**config.mk**
```make
export PLATFORM = sky130hd
export DESIGN_NAME = weighted_block_similarity_core_flat
export DESIGN_NICKNAME = d
export VERILOG_FILES = /design/src/wbs_pkg.sv /design/src/wbs_if.sv /design/src/weighted_block_similarity_core.sv /design/src/wbs_div.sv /design/src/wbs_front.sv /design/src/wbs_queue.sv /design/src/wbs_back.sv /design/src/flat_wrapper.sv
export SDC_FILE = /design/constraint.sdc
export NUM_CORES = 2
export LEC_CHECK = 0
export BUFFER_PORTS_ARGS = -buffer_cell sky130_fd_sc_hd__buf_2
export CAP_MARGIN = 20
export CORE_ASPECT_RATIO = 1.4
export CORE_UTILIZATION = 60
export DETAILED_ROUTE_END_ITERATION = 8
export PLACE_DENSITY = 0.78
export SLEW_MARGIN = 20
export SYNTH_ARGS = -nofsm -noshare
export SYNTH_HDL_FRONTEND = slang
export SYNTH_HIERARCHICAL = 1
export SYNTH_SLANG_ARGS = --single-unit
```
**constraint.sdc**
```tcl
create_clock -name clk -period 15.55 [get_ports clk]
set_clock_uncertainty 0.1 [all_clocks]
set_input_delay 3.11 -clock clk [delete_from_list [all_inputs] [get_ports clk]]
set_output_delay 3.11 -clock clk [all_outputs]
set_load 0.005 [all_outputs]
```
**src/wbs_pkg.sv**
```systemverilog
// ----------------------------------------------------------------------------
// Weighted block similarity: shared package
// Widths, constants and the structs passed between the front end, the queue,
// the back end and the shared divider.
// ----------------------------------------------------------------------------
package wbs_pkg;

    localparam int SAMPLE_W    = 16;
    localparam int MAG_W       = 17;
    localparam int WIN_W       = 24;
    localparam int DIVISOR_W   = 25;
    localparam int WSUM_W      = 44;
    localparam int MSUM_W      = 28;
    localparam int PROD_W      = 34;
    localparam int SCORE_W     = 17;
    localparam int DIV_REM_W   = 28;
    localparam int DIV_Q_W     = 17;
    localparam int DIV_STEPS   = 17;
    localparam int DIV_CNT_W   = $clog2(DIV_STEPS);
    localparam int QUEUE_DEPTH = 2;
    localparam int QPTR_W      = $clog2(QUEUE_DEPTH);
    localparam int QCNT_W      = $clog2(QUEUE_DEPTH + 1);

    localparam logic [WIN_W-1:0]   DEFAULT_WINDOW = WIN_W'(328);
    localparam logic [SCORE_W-1:0] ONE_Q16        = SCORE_W'(65536);
    localparam logic [WSUM_W-1:0]  WSUM_MAX       = {WSUM_W{1'b1}};
    localparam logic [MSUM_W-1:0]  MSUM_MAX       = {MSUM_W{1'b1}};

    typedef struct packed {
        logic [MAG_W-1:0]     mag_b;
        logic [DIVISOR_W-1:0] divisor;
        logic [WIN_W-1:0]     win;
        logic                 last;
    } q_entry_t;

    typedef struct packed {
        logic                 start;
        logic [DIV_REM_W-1:0] rem_init;
        logic [DIV_Q_W-1:0]   low_bits;
        logic [DIV_REM_W-1:0] divisor;
    } div_req_t;

    typedef struct packed {
        logic               busy;
        logic               done;
        logic [DIV_Q_W-1:0] quotient;
    } div_rsp_t;

endpackage

```
**src/wbs_if.sv**
```systemverilog
// ----------------------------------------------------------------------------
// Weighted block similarity: channel interfaces
// Ready/valid channels for sample pairs in and block scores out.
// ----------------------------------------------------------------------------
interface wbs_sample_if;
    logic                             valid;
    logic                             ready;
    logic signed [wbs_pkg::SAMPLE_W-1:0] sample_a;
    logic signed [wbs_pkg::SAMPLE_W-1:0] sample_b;
    logic                             last;

    modport source (output valid, output sample_a, output sample_b, output last,
                    input ready);
    modport sink (input valid, input sample_a, input sample_b, input last,
                  output ready);
endinterface

interface wbs_result_if;
    logic                           valid;
    logic                           ready;
    logic [wbs_pkg::SCORE_W-1:0]    score;
    logic                           valid_res;

    modport source (output valid, output score, output valid_res, input ready);
    modport sink (input valid, input score, input valid_res, output ready);
endinterface

```
**src/weighted_block_similarity_core.sv**
```systemverilog
// ----------------------------------------------------------------------------
// Weighted block similarity core
// Scores how closely a sample block follows a reference block, weighting each
// reference magnitude by how near the two magnitudes lie.
//
//   Channel   Kind          Payload
//   sample    ready/valid   sample_a[15:0] s, sample_b[15:0] s, last
//   result    ready/valid   score[16:0] (Q1.16), valid_res
//   cfg       write only    cfg_we, cfg_wdata[23:0] (window)
//
// In the back end each item's weight comes from the 17-step restoring
// divider; an item marked last also has its score divided there, unless
// the sums need no division.
// A two-entry queue and a front register take up to three items ahead of the
// back end, and a result register holds the score while the output stalls.
// Reset clears the window to zero (default 328) and both sums.
// ----------------------------------------------------------------------------
module weighted_block_similarity_core (
    input  logic                      clk,
    input  logic                      rst_n,
    input  logic                      cfg_we,
    input  logic [wbs_pkg::WIN_W-1:0] cfg_wdata,
    wbs_sample_if.sink                sample,
    wbs_result_if.source              result
);
    import wbs_pkg::*;

    logic     push;
    q_entry_t push_entry;
    logic     q_ready;
    logic     pop;
    logic     q_valid;
    q_entry_t pop_entry;
    div_req_t div_req;
    div_rsp_t div_rsp;

    wbs_front u_front (
        .clk        (clk),
        .rst_n      (rst_n),
        .cfg_we     (cfg_we),
        .cfg_wdata  (cfg_wdata),
        .sample     (sample),
        .push       (push),
        .push_entry (push_entry),
        .q_ready    (q_ready)
    );

    wbs_queue u_queue (
        .clk        (clk),
        .rst_n      (rst_n),
        .push       (push),
        .push_entry (push_entry),
        .q_ready    (q_ready),
        .pop        (pop),
        .q_valid    (q_valid),
        .pop_entry  (pop_entry)
    );

    wbs_div u_div (
        .clk   (clk),
        .rst_n (rst_n),
        .req   (div_req),
        .rsp   (div_rsp)
    );

    wbs_back u_back (
        .clk       (clk),
        .rst_n     (rst_n),
        .q_valid   (q_valid),
        .pop_entry (pop_entry),
        .pop       (pop),
        .div_req   (div_req),
        .div_rsp   (div_rsp),
        .result    (result)
    );

`ifndef SYNTHESIS
    a_score_range: assert property (@(posedge clk) disable iff (!rst_n)
        result.valid |-> (result.score <= ONE_Q16))
        else $error("score above one");

    a_silent_zero: assert property (@(posedge clk) disable iff (!rst_n)
        (result.valid && !result.valid_res) |-> (result.score == '0))
        else $error("invalid result with nonzero score");

    a_div_start_idle: assert property (@(posedge clk) disable iff (!rst_n)
        div_req.start |-> !div_rsp.busy)
        else $error("divider started while busy");

    a_div_done_ends: assert property (@(posedge clk) disable iff (!rst_n)
        div_rsp.done |-> ($past(div_rsp.busy) && !div_rsp.busy))
        else $error("divider done without a run");
`endif

endmodule

```
**src/wbs_div.sv**
```systemverilog
// ----------------------------------------------------------------------------
// Weighted block similarity: shared divider
// Restoring divider that produces one quotient bit per cycle.
// ----------------------------------------------------------------------------
module wbs_div (
    input  logic              clk,
    input  logic              rst_n,
    input  wbs_pkg::div_req_t req,
    output wbs_pkg::div_rsp_t rsp
);
    import wbs_pkg::*;

    logic                 busy_reg;
    logic                 done_reg;
    logic [DIV_CNT_W-1:0] cnt_reg;
    logic [DIV_REM_W-1:0] rem_reg;
    logic [DIV_Q_W-1:0]   low_reg;
    logic [DIV_Q_W-1:0]   q_reg;
    logic [DIV_REM_W-1:0] divisor_reg;
    logic [DIV_REM_W:0]   trial;
    logic                 fits;

    assign trial = {rem_reg, low_reg[DIV_Q_W-1]};
    assign fits  = trial >= {1'b0, divisor_reg};

    always_ff @(posedge clk or negedge rst_n)
    begin
        if (!rst_n)
        begin
            busy_reg <= 1'b0;
            done_reg <= 1'b0;
            cnt_reg  <= '0;
        end
        else
        begin
            done_reg <= 1'b0;
            if (busy_reg)
            begin
                cnt_reg <= cnt_reg + 1'b1;
                if (cnt_reg == DIV_CNT_W'(DIV_STEPS - 1))
                begin
                    busy_reg <= 1'b0;
                    done_reg <= 1'b1;
                end
            end
            else if (req.start)
            begin
                busy_reg <= 1'b1;
                cnt_reg  <= '0;
            end
        end
    end

    always_ff @(posedge clk)
    begin
        if (busy_reg)
        begin
            low_reg <= {low_reg[DIV_Q_W-2:0], 1'b0};
            q_reg   <= {q_reg[DIV_Q_W-2:0], fits};
            if (fits)
            begin
                rem_reg <= DIV_REM_W'(trial - {1'b0, divisor_reg});
            end
            else
            begin
                rem_reg <= trial[DIV_REM_W-1:0];
            end
        end
        else if (req.start)
        begin
            rem_reg     <= req.rem_init;
            low_reg     <= req.low_bits;
            divisor_reg <= req.divisor;
            q_reg       <= '0;
        end
    end

    assign rsp.busy     = busy_reg;
    assign rsp.done     = done_reg;
    assign rsp.quotient = q_reg;

endmodule

```
**src/wbs_front.sv**
```systemverilog
// ----------------------------------------------------------------------------
// Weighted block similarity: front end
// Holds the window register, takes sample pairs, forms magnitudes, the
// magnitude difference and the weight divisor, and pushes mag_b, the divisor, the window and last to the queue.
// ----------------------------------------------------------------------------
module wbs_front (
    input  logic                     clk,
    input  logic                     rst_n,
    input  logic                     cfg_we,
    input  logic [wbs_pkg::WIN_W-1:0] cfg_wdata,
    wbs_sample_if.sink               sample,
    output logic                     push,
    output wbs_pkg::q_entry_t        push_entry,
    input  logic                     q_ready
);
    import wbs_pkg::*;

    logic [WIN_W-1:0] window_reg;
    logic             fr_valid_reg;
    logic             fr_valid_next;
    q_entry_t         fr_entry_reg;
    q_entry_t         fr_entry_next;
    logic [WIN_W-1:0] win_eff;
    logic [MAG_W-1:0] mag_a;
    logic [MAG_W-1:0] mag_b;
    logic [MAG_W-1:0] diff;
    logic             take;

    function automatic logic [MAG_W-1:0] mag16(input logic [SAMPLE_W-1:0] v);
        logic [MAG_W-1:0] r;
        if (v[SAMPLE_W-1])
        begin
            r = MAG_W'(18'h10000 - {2'b00, v});
        end
        else
        begin
            r = {1'b0, v};
        end
        return r;
    endfunction

    assign win_eff = (window_reg == '0) ? DEFAULT_WINDOW : window_reg;
    assign mag_a   = mag16(sample.sample_a);
    assign mag_b   = mag16(sample.sample_b);
    assign diff    = (mag_a > mag_b) ? (mag_a - mag_b) : (mag_b - mag_a);

    assign sample.ready = !fr_valid_reg || q_ready;
    assign take         = sample.valid && sample.ready;
    assign push         = fr_valid_reg && q_ready;
    assign push_entry   = fr_entry_reg;

    always_comb
    begin
        fr_entry_next.mag_b   = mag_b;
        fr_entry_next.divisor = {{(DIVISOR_W - MAG_W){1'b0}}, diff} + {1'b0, win_eff};
        fr_entry_next.win     = win_eff;
        fr_entry_next.last    = sample.last;
        if (take)
        begin
            fr_valid_next = 1'b1;
        end
        else if (push)
        begin
            fr_valid_next = 1'b0;
        end
        else
        begin
            fr_valid_next = fr_valid_reg;
        end
    end

    always_ff @(posedge clk or negedge rst_n)
    begin
        if (!rst_n)
        begin
            window_reg   <= '0;
            fr_valid_reg <= 1'b0;
        end
        else
        begin
            fr_valid_reg <= fr_valid_next;
            if (cfg_we)
            begin
                window_reg <= cfg_wdata;
            end
        end
    end

    always_ff @(posedge clk)
    begin
        if (take)
        begin
            fr_entry_reg <= fr_entry_next;
        end
    end

endmodule

```
**src/wbs_queue.sv**
```systemverilog
// ----------------------------------------------------------------------------
// Weighted block similarity: decoupling queue
// Two-entry FIFO of front-end entries between the front end and the back end.
// ----------------------------------------------------------------------------
module wbs_queue (
    input  logic              clk,
    input  logic              rst_n,
    input  logic              push,
    input  wbs_pkg::q_entry_t push_entry,
    output logic              q_ready,
    input  logic              pop,
    output logic              q_valid,
    output wbs_pkg::q_entry_t pop_entry
);
    import wbs_pkg::*;

    q_entry_t          mem_reg [QUEUE_DEPTH];
    logic [QPTR_W-1:0] wr_ptr_reg;
    logic [QPTR_W-1:0] rd_ptr_reg;
    logic [QCNT_W-1:0] cnt_reg;
    logic [QCNT_W-1:0] cnt_next;

    assign q_ready   = cnt_reg != QCNT_W'(QUEUE_DEPTH);
    assign q_valid   = cnt_reg != '0;
    assign pop_entry = mem_reg[rd_ptr_reg];

    always_comb
    begin
        cnt_next = cnt_reg;
        if (push && !pop)
        begin
            cnt_next = cnt_reg + 1'b1;
        end
        else if (pop && !push)
        begin
            cnt_next = cnt_reg - 1'b1;
        end
    end

    always_ff @(posedge clk or negedge rst_n)
    begin
        if (!rst_n)
        begin
            wr_ptr_reg <= '0;
            rd_ptr_reg <= '0;
            cnt_reg    <= '0;
        end
        else
        begin
            cnt_reg <= cnt_next;
            if (push)
            begin
                wr_ptr_reg <= wr_ptr_reg + 1'b1;
            end
            if (pop)
            begin
                rd_ptr_reg <= rd_ptr_reg + 1'b1;
            end
        end
    end

    always_ff @(posedge clk)
    begin
        if (push)
        begin
            mem_reg[wr_ptr_reg] <= push_entry;
        end
    end

endmodule

```
**src/wbs_back.sv**
```systemverilog
// ----------------------------------------------------------------------------
// Weighted block similarity: back end
// Sequencer that computes each weight on the shared divider, accumulates the
// two sums, and at block end forms a score, dividing them where needed.
// ----------------------------------------------------------------------------
module wbs_back (
    input  logic              clk,
    input  logic              rst_n,
    input  logic              q_valid,
    input  wbs_pkg::q_entry_t pop_entry,
    output logic              pop,
    output wbs_pkg::div_req_t div_req,
    input  wbs_pkg::div_rsp_t div_rsp,
    wbs_result_if.source      result
);
    import wbs_pkg::*;

    typedef enum logic [2:0] {
        ST_IDLE,
        ST_WDIV,
        ST_MUL,
        ST_ACC,
        ST_FIN,
        ST_SDIV,
        ST_OUT
    } state_t;

    state_t             state_reg;
    q_entry_t           cur_reg;
    logic [DIV_Q_W-1:0] weight_reg;
    logic [PROD_W-1:0]  prod_reg;
    logic [WSUM_W-1:0]  wsum_reg;
    logic [MSUM_W-1:0]  msum_reg;
    logic [SCORE_W-1:0] pend_score_reg;
    logic               pend_valid_reg;
    logic               out_valid_reg;
    logic [SCORE_W-1:0] out_score_reg;
    logic               out_vres_reg;
    div_req_t           div_req_reg;
    logic [WSUM_W:0]    wsum_add;
    logic [MSUM_W:0]    msum_add;
    logic [WSUM_W-1:0]  wsum_next;
    logic [MSUM_W-1:0]  msum_next;
    logic [SCORE_W-1:0] quot_clamped;

    assign pop = (state_reg == ST_IDLE) && q_valid;

    assign wsum_add  = {1'b0, wsum_reg} + {{(WSUM_W + 1 - PROD_W){1'b0}}, prod_reg};
    assign msum_add  = {1'b0, msum_reg} + {{(MSUM_W + 1 - MAG_W){1'b0}}, cur_reg.mag_b};
    assign wsum_next = wsum_add[WSUM_W] ? WSUM_MAX : wsum_add[WSUM_W-1:0];
    assign msum_next = msum_add[MSUM_W] ? MSUM_MAX : msum_add[MSUM_W-1:0];

    assign quot_clamped = (div_rsp.quotient > ONE_Q16) ? ONE_Q16 : div_rsp.quotient;

    always_ff @(posedge clk or negedge rst_n)
    begin
        if (!rst_n)
        begin
            state_reg      <= ST_IDLE;
            cur_reg        <= '0;
            weight_reg     <= '0;
            prod_reg       <= '0;
            pend_score_reg <= '0;
            pend_valid_reg <= 1'b0;
            out_valid_reg  <= 1'b0;
            out_score_reg  <= '0;
            out_vres_reg   <= 1'b0;
            div_req_reg    <= '0;
            wsum_reg       <= '0;
            msum_reg       <= '0;
        end
        else
        begin
            div_req_reg.start <= 1'b0;
            if (out_valid_reg && result.ready)
            begin
                out_valid_reg <= 1'b0;
            end
            unique case (state_reg)
                ST_IDLE:
                begin
                    if (q_valid)
                    begin
                        cur_reg              <= pop_entry;
                        div_req_reg.start    <= 1'b1;
                        div_req_reg.rem_init <= {{(DIV_REM_W - WIN_W + 1){1'b0}},
                                                 pop_entry.win[WIN_W-1:1]};
                        div_req_reg.low_bits <= {pop_entry.win[0], {(DIV_Q_W - 1){1'b0}}};
                        div_req_reg.divisor  <= {{(DIV_REM_W - DIVISOR_W){1'b0}},
                                                 pop_entry.divisor};
                        state_reg            <= ST_WDIV;
                    end
                end
                ST_WDIV:
                begin
                    if (div_rsp.done)
                    begin
                        weight_reg <= div_rsp.quotient;
                        state_reg  <= ST_MUL;
                    end
                end
                ST_MUL:
                begin
                    prod_reg  <= PROD_W'(cur_reg.mag_b * weight_reg);
                    state_reg <= ST_ACC;
                end
                ST_ACC:
                begin
                    wsum_reg  <= wsum_next;
                    msum_reg  <= msum_next;
                    state_reg <= cur_reg.last ? ST_FIN : ST_IDLE;
                end
                ST_FIN:
                begin
                    if (msum_reg == '0)
                    begin
                        pend_score_reg <= '0;
                        pend_valid_reg <= 1'b0;
                        state_reg      <= ST_OUT;
                    end
                    else if ({1'b0, wsum_reg[WSUM_W-1:DIV_Q_W]} >= msum_reg)
                    begin
                        pend_score_reg <= ONE_Q16;
                        pend_valid_reg <= 1'b1;
                        state_reg      <= ST_OUT;
                    end
                    else
                    begin
                        div_req_reg.start    <= 1'b1;
                        div_req_reg.rem_init <= {1'b0, wsum_reg[WSUM_W-1:DIV_Q_W]};
                        div_req_reg.low_bits <= wsum_reg[DIV_Q_W-1:0];
                        div_req_reg.divisor  <= msum_reg;
                        state_reg            <= ST_SDIV;
                    end
                end
                ST_SDIV:
                begin
                    if (div_rsp.done)
                    begin
                        pend_score_reg <= quot_clamped;
                        pend_valid_reg <= 1'b1;
                        state_reg      <= ST_OUT;
                    end
                end
                ST_OUT:
                begin
                    if (!out_valid_reg || result.ready)
                    begin
                        out_valid_reg <= 1'b1;
                        out_score_reg <= pend_score_reg;
                        out_vres_reg  <= pend_valid_reg;
                        wsum_reg      <= '0;
                        msum_reg      <= '0;
                        state_reg     <= ST_IDLE;
                    end
                end
                default:
                begin
                    state_reg <= ST_IDLE;
                end
            endcase
        end
    end

    assign div_req          = div_req_reg;
    assign result.valid     = out_valid_reg;
    assign result.score     = out_score_reg;
    assign result.valid_res = out_vres_reg;

endmodule
```
**src/flat_wrapper.sv**
```systemverilog
// flat-port wrapper written by rule: the top's interface ports become plain ports
module weighted_block_similarity_core_flat import wbs_pkg::*;
  (clk, rst_n, cfg_we, cfg_wdata, sample_valid, sample_sample_a, sample_sample_b, sample_last, sample_ready, result_valid, result_score, result_valid_res, result_ready);
  wbs_sample_if sample_i ();
  wbs_result_if result_i ();
  input  logic clk;
  input  logic rst_n;
  input  logic cfg_we;
  input  logic [wbs_pkg::WIN_W-1:0] cfg_wdata;
  input wire logic [$bits(sample_i.valid)-1:0] sample_valid;
  input wire logic [$bits(sample_i.sample_a)-1:0] sample_sample_a;
  input wire logic [$bits(sample_i.sample_b)-1:0] sample_sample_b;
  input wire logic [$bits(sample_i.last)-1:0] sample_last;
  output wire logic [$bits(sample_i.ready)-1:0] sample_ready;
  output wire logic [$bits(result_i.valid)-1:0] result_valid;
  output wire logic [$bits(result_i.score)-1:0] result_score;
  output wire logic [$bits(result_i.valid_res)-1:0] result_valid_res;
  input wire logic [$bits(result_i.ready)-1:0] result_ready;
  assign sample_i.valid = sample_valid;
  assign sample_i.sample_a = sample_sample_a;
  assign sample_i.sample_b = sample_sample_b;
  assign sample_i.last = sample_last;
  assign sample_ready = sample_i.ready;
  assign result_valid = result_i.valid;
  assign result_score = result_i.score;
  assign result_valid_res = result_i.valid_res;
  assign result_i.ready = result_ready;
  weighted_block_similarity_core u_core (.clk(clk), .rst_n(rst_n), .cfg_we(cfg_we), .cfg_wdata(cfg_wdata), .sample(sample_i), .result(result_i));
endmodule
```
==> impl_metrics.env <==
export IMPL_grt_remaining_overflow=0
export IMPL_drv_cap=0
export IMPL_grt_pass1_wl_mm=164
export IMPL_path_class="input pin to flop"
export IMPL_clkTransAtPathRegs_ns=0.07
export IMPL_critPathLaunchType="input pin"
export IMPL_drt_iter0_markers=2078
export IMPL_dieArea_mm2=0.0696
export IMPL_row_count=113
export IMPL_yosysWarnings=6
export IMPL_cp_end_kind="flop"
export IMPL_cts_tree="done"
export IMPL_cts_setup_buffers=0
export IMPL_worstPathArrival_ns=9.39
export IMPL_antenna_cells=0
export IMPL_timing_rr_start="u_core/u_back/cur_reg[55]$_DFFE_PN0P_"
export IMPL_setup_viol=0
export IMPL_syn_inst=4067
export IMPL_area_growth_pct=6.96
export IMPL_nNetsFinal=4588
export IMPL_maxSlewHeadroom=0.290
export IMPL_grt_max_degree=100
export IMPL_outcome="completed"
export IMPL_worst_slack_ns=6.49
export IMPL_fmax_mhz=110
export IMPL_final_area_mm2=0.0440
export IMPL_rrSetupSlack_ns=8.54
export IMPL_final_period_utilization=0.583
export IMPL_drtAntennaViolNets=0
export IMPL_core_mm2=0.0679
export IMPL_hp_class="flop to flop"
export IMPL_hold_violations=0
export IMPL_start_util=0.606
export IMPL_r2r_cells=22
export IMPL_worstReg2RegEnd="u_core/u_back/prod_reg[25]$_DFFE_PN0P_"
export IMPL_die_width_um=223
export IMPL_place_ws_ns=5.88
export IMPL_antenna_found_initial=2
export IMPL_grt_setup_unrepaired="no"
export IMPL_syn_area_mm2=0.0411
export IMPL_worstPathRequired_ns=15.87
export IMPL_vias_per_cell=6.10
export IMPL_numPortBuffers=81
export IMPL_drc_errors=0
export IMPL_fin_crit_ns=9.06
export IMPL_grt_pass1_vias=31000
export IMPL_cts_resized_gates=0
export IMPL_startpoint="sample_sample_a[3]"
export IMPL_crit_fanout=16
export IMPL_wire_per_inst_um=20.6
export IMPL_setup_tns_ns=0
export IMPL_cts_buffers=56
export IMPL_die_height_um=312
export IMPL_slew_viol_final=0
export IMPL_htreeDepth=2
export IMPL_final_common_cell="nand2_1"
export IMPL_drive_above_1_share=0.100
export IMPL_clock_latency_ns=0.68
export IMPL_firstDrtPassIters=6
export IMPL_fin_cells=4940
export IMPL_dp_hpwl_mm=76.0
export IMPL_placed_area_mm2=0.0420
export IMPL_cp_endpoint="u_core/u_front/push_entry[44]$_DFFE_PP_"
export IMPL_grt_use_total=0.300
export IMPL_routabilityCongestion=0.983
export IMPL_largest_register_ffs=134
export IMPL_cts_root_buf="clkbuf_16"
export IMPL_synth_avg_cell_area_um2=10.1
export IMPL_num_vias=30200
export IMPL_io_pins=82
export IMPL_drt_total_wl_mm=102
export IMPL_placedCellCount=4834
export IMPL_cts_sinks=581
export IMPL_clk_path_buf_depth=3
export IMPL_final_cell_mix="478 x nand2_1, 447 x inv_1, 290 x edfxtp_1, 288 x dfrtp_1, 266 x ha_1"
export IMPL_cts_hold_buffers=0
export IMPL_tightest_slew_ns=1.07
[per-layer routing]
layer	track usage	up-vias	routed length, µm
li1	-	14000	-
met1	0.338	14900	37100
met4	0.181	0	6730
met3	0.0392	348	5090
met5	0	-	0
met2	0.538	962	52600
[final cells by class]
| cell class | instances | area [µm²] |
|---|---|---|
| clock buffer | 71 | 1540 |
| clock inverter | 35 | 437 |
| fill | 5341 | 23900 |
| inverter | 449 | 1690 |
| multi-input combinational | 2826 | 22600 |
| sequential | 581 | 16000 |
| tap | 862 | 1080 |
| timing repair buffer | 116 | 678 |
[critical path, cell delays in order]
cell	delay, ns
buf_2	0.12
or3_1	0.44
or2_2	0.34
o21ai_0	0.20
xnor2_1	0.18
inv_1	0.07
ha_1	0.45
and3_1	0.31
and3_1	0.22
a21boi_1	0.37
a2111oi_4	0.06
o31a_1	0.28
nor2_1	0.77
a2111oi_0	0.28
a2111oi_1	0.46
ha_1	0.32
a21o_1	0.11
a21o_1	0.12
a21oi_1	0.09
o21ai_0	0.22
inv_1	0.09
a31oi_1	0.44
nand3_1	0.18
xnor2_1	0.15
[per-stage QoR]
| stage | utilization | hold WS [ns] |
|---|---|---|
| floorplan | - | 0.321 |
| global placement | 0.619 | 0.322 |
| detailed placement | 0.619 | 0.330 |
| CTS | 0.648 | 0.328 |
| global route | 0.648 | 0.334 |
| finish | 0.648 | 0.320 |
[worst min-delay path by stage]
stage | from | depth (start not counted) | slack [ns] | end
after floorplan | u_core/u_front/push_entry[0]$_DFFE_PP_ | 0 | 0.32 | u_core/u_queue/mem_reg[0][0]$_DFFE_PP_
after global placement | u_core/u_front/push_entry[56]$_DFFE_PP_ | 0 | 0.32 | u_core/u_queue/mem_reg[0][56]$_DFFE_PP_
after detailed placement | u_core/u_front/push_entry[15]$_DFFE_PP_ | 0 | 0.33 | u_core/u_queue/mem_reg[0][15]$_DFFE_PP_
after CTS | u_core/u_front/push_entry[40]$_DFFE_PP_ | 0 | 0.33 | u_core/u_queue/mem_reg[1][40]$_DFFE_PP_
after global routing | u_core/u_front/push_entry[39]$_DFFE_PP_ | 0 | 0.33 | u_core/u_queue/mem_reg[0][39]$_DFFE_PP_
final | u_core/u_front/push_entry[40]$_DFFE_PP_ | 0 | 0.32 | u_core/u_queue/mem_reg[1][40]$_DFFE_PP_
Power is left out: the tool's default activity adds up to more than one toggle a clock period on the data nets, which glitch-free logic cannot reach.
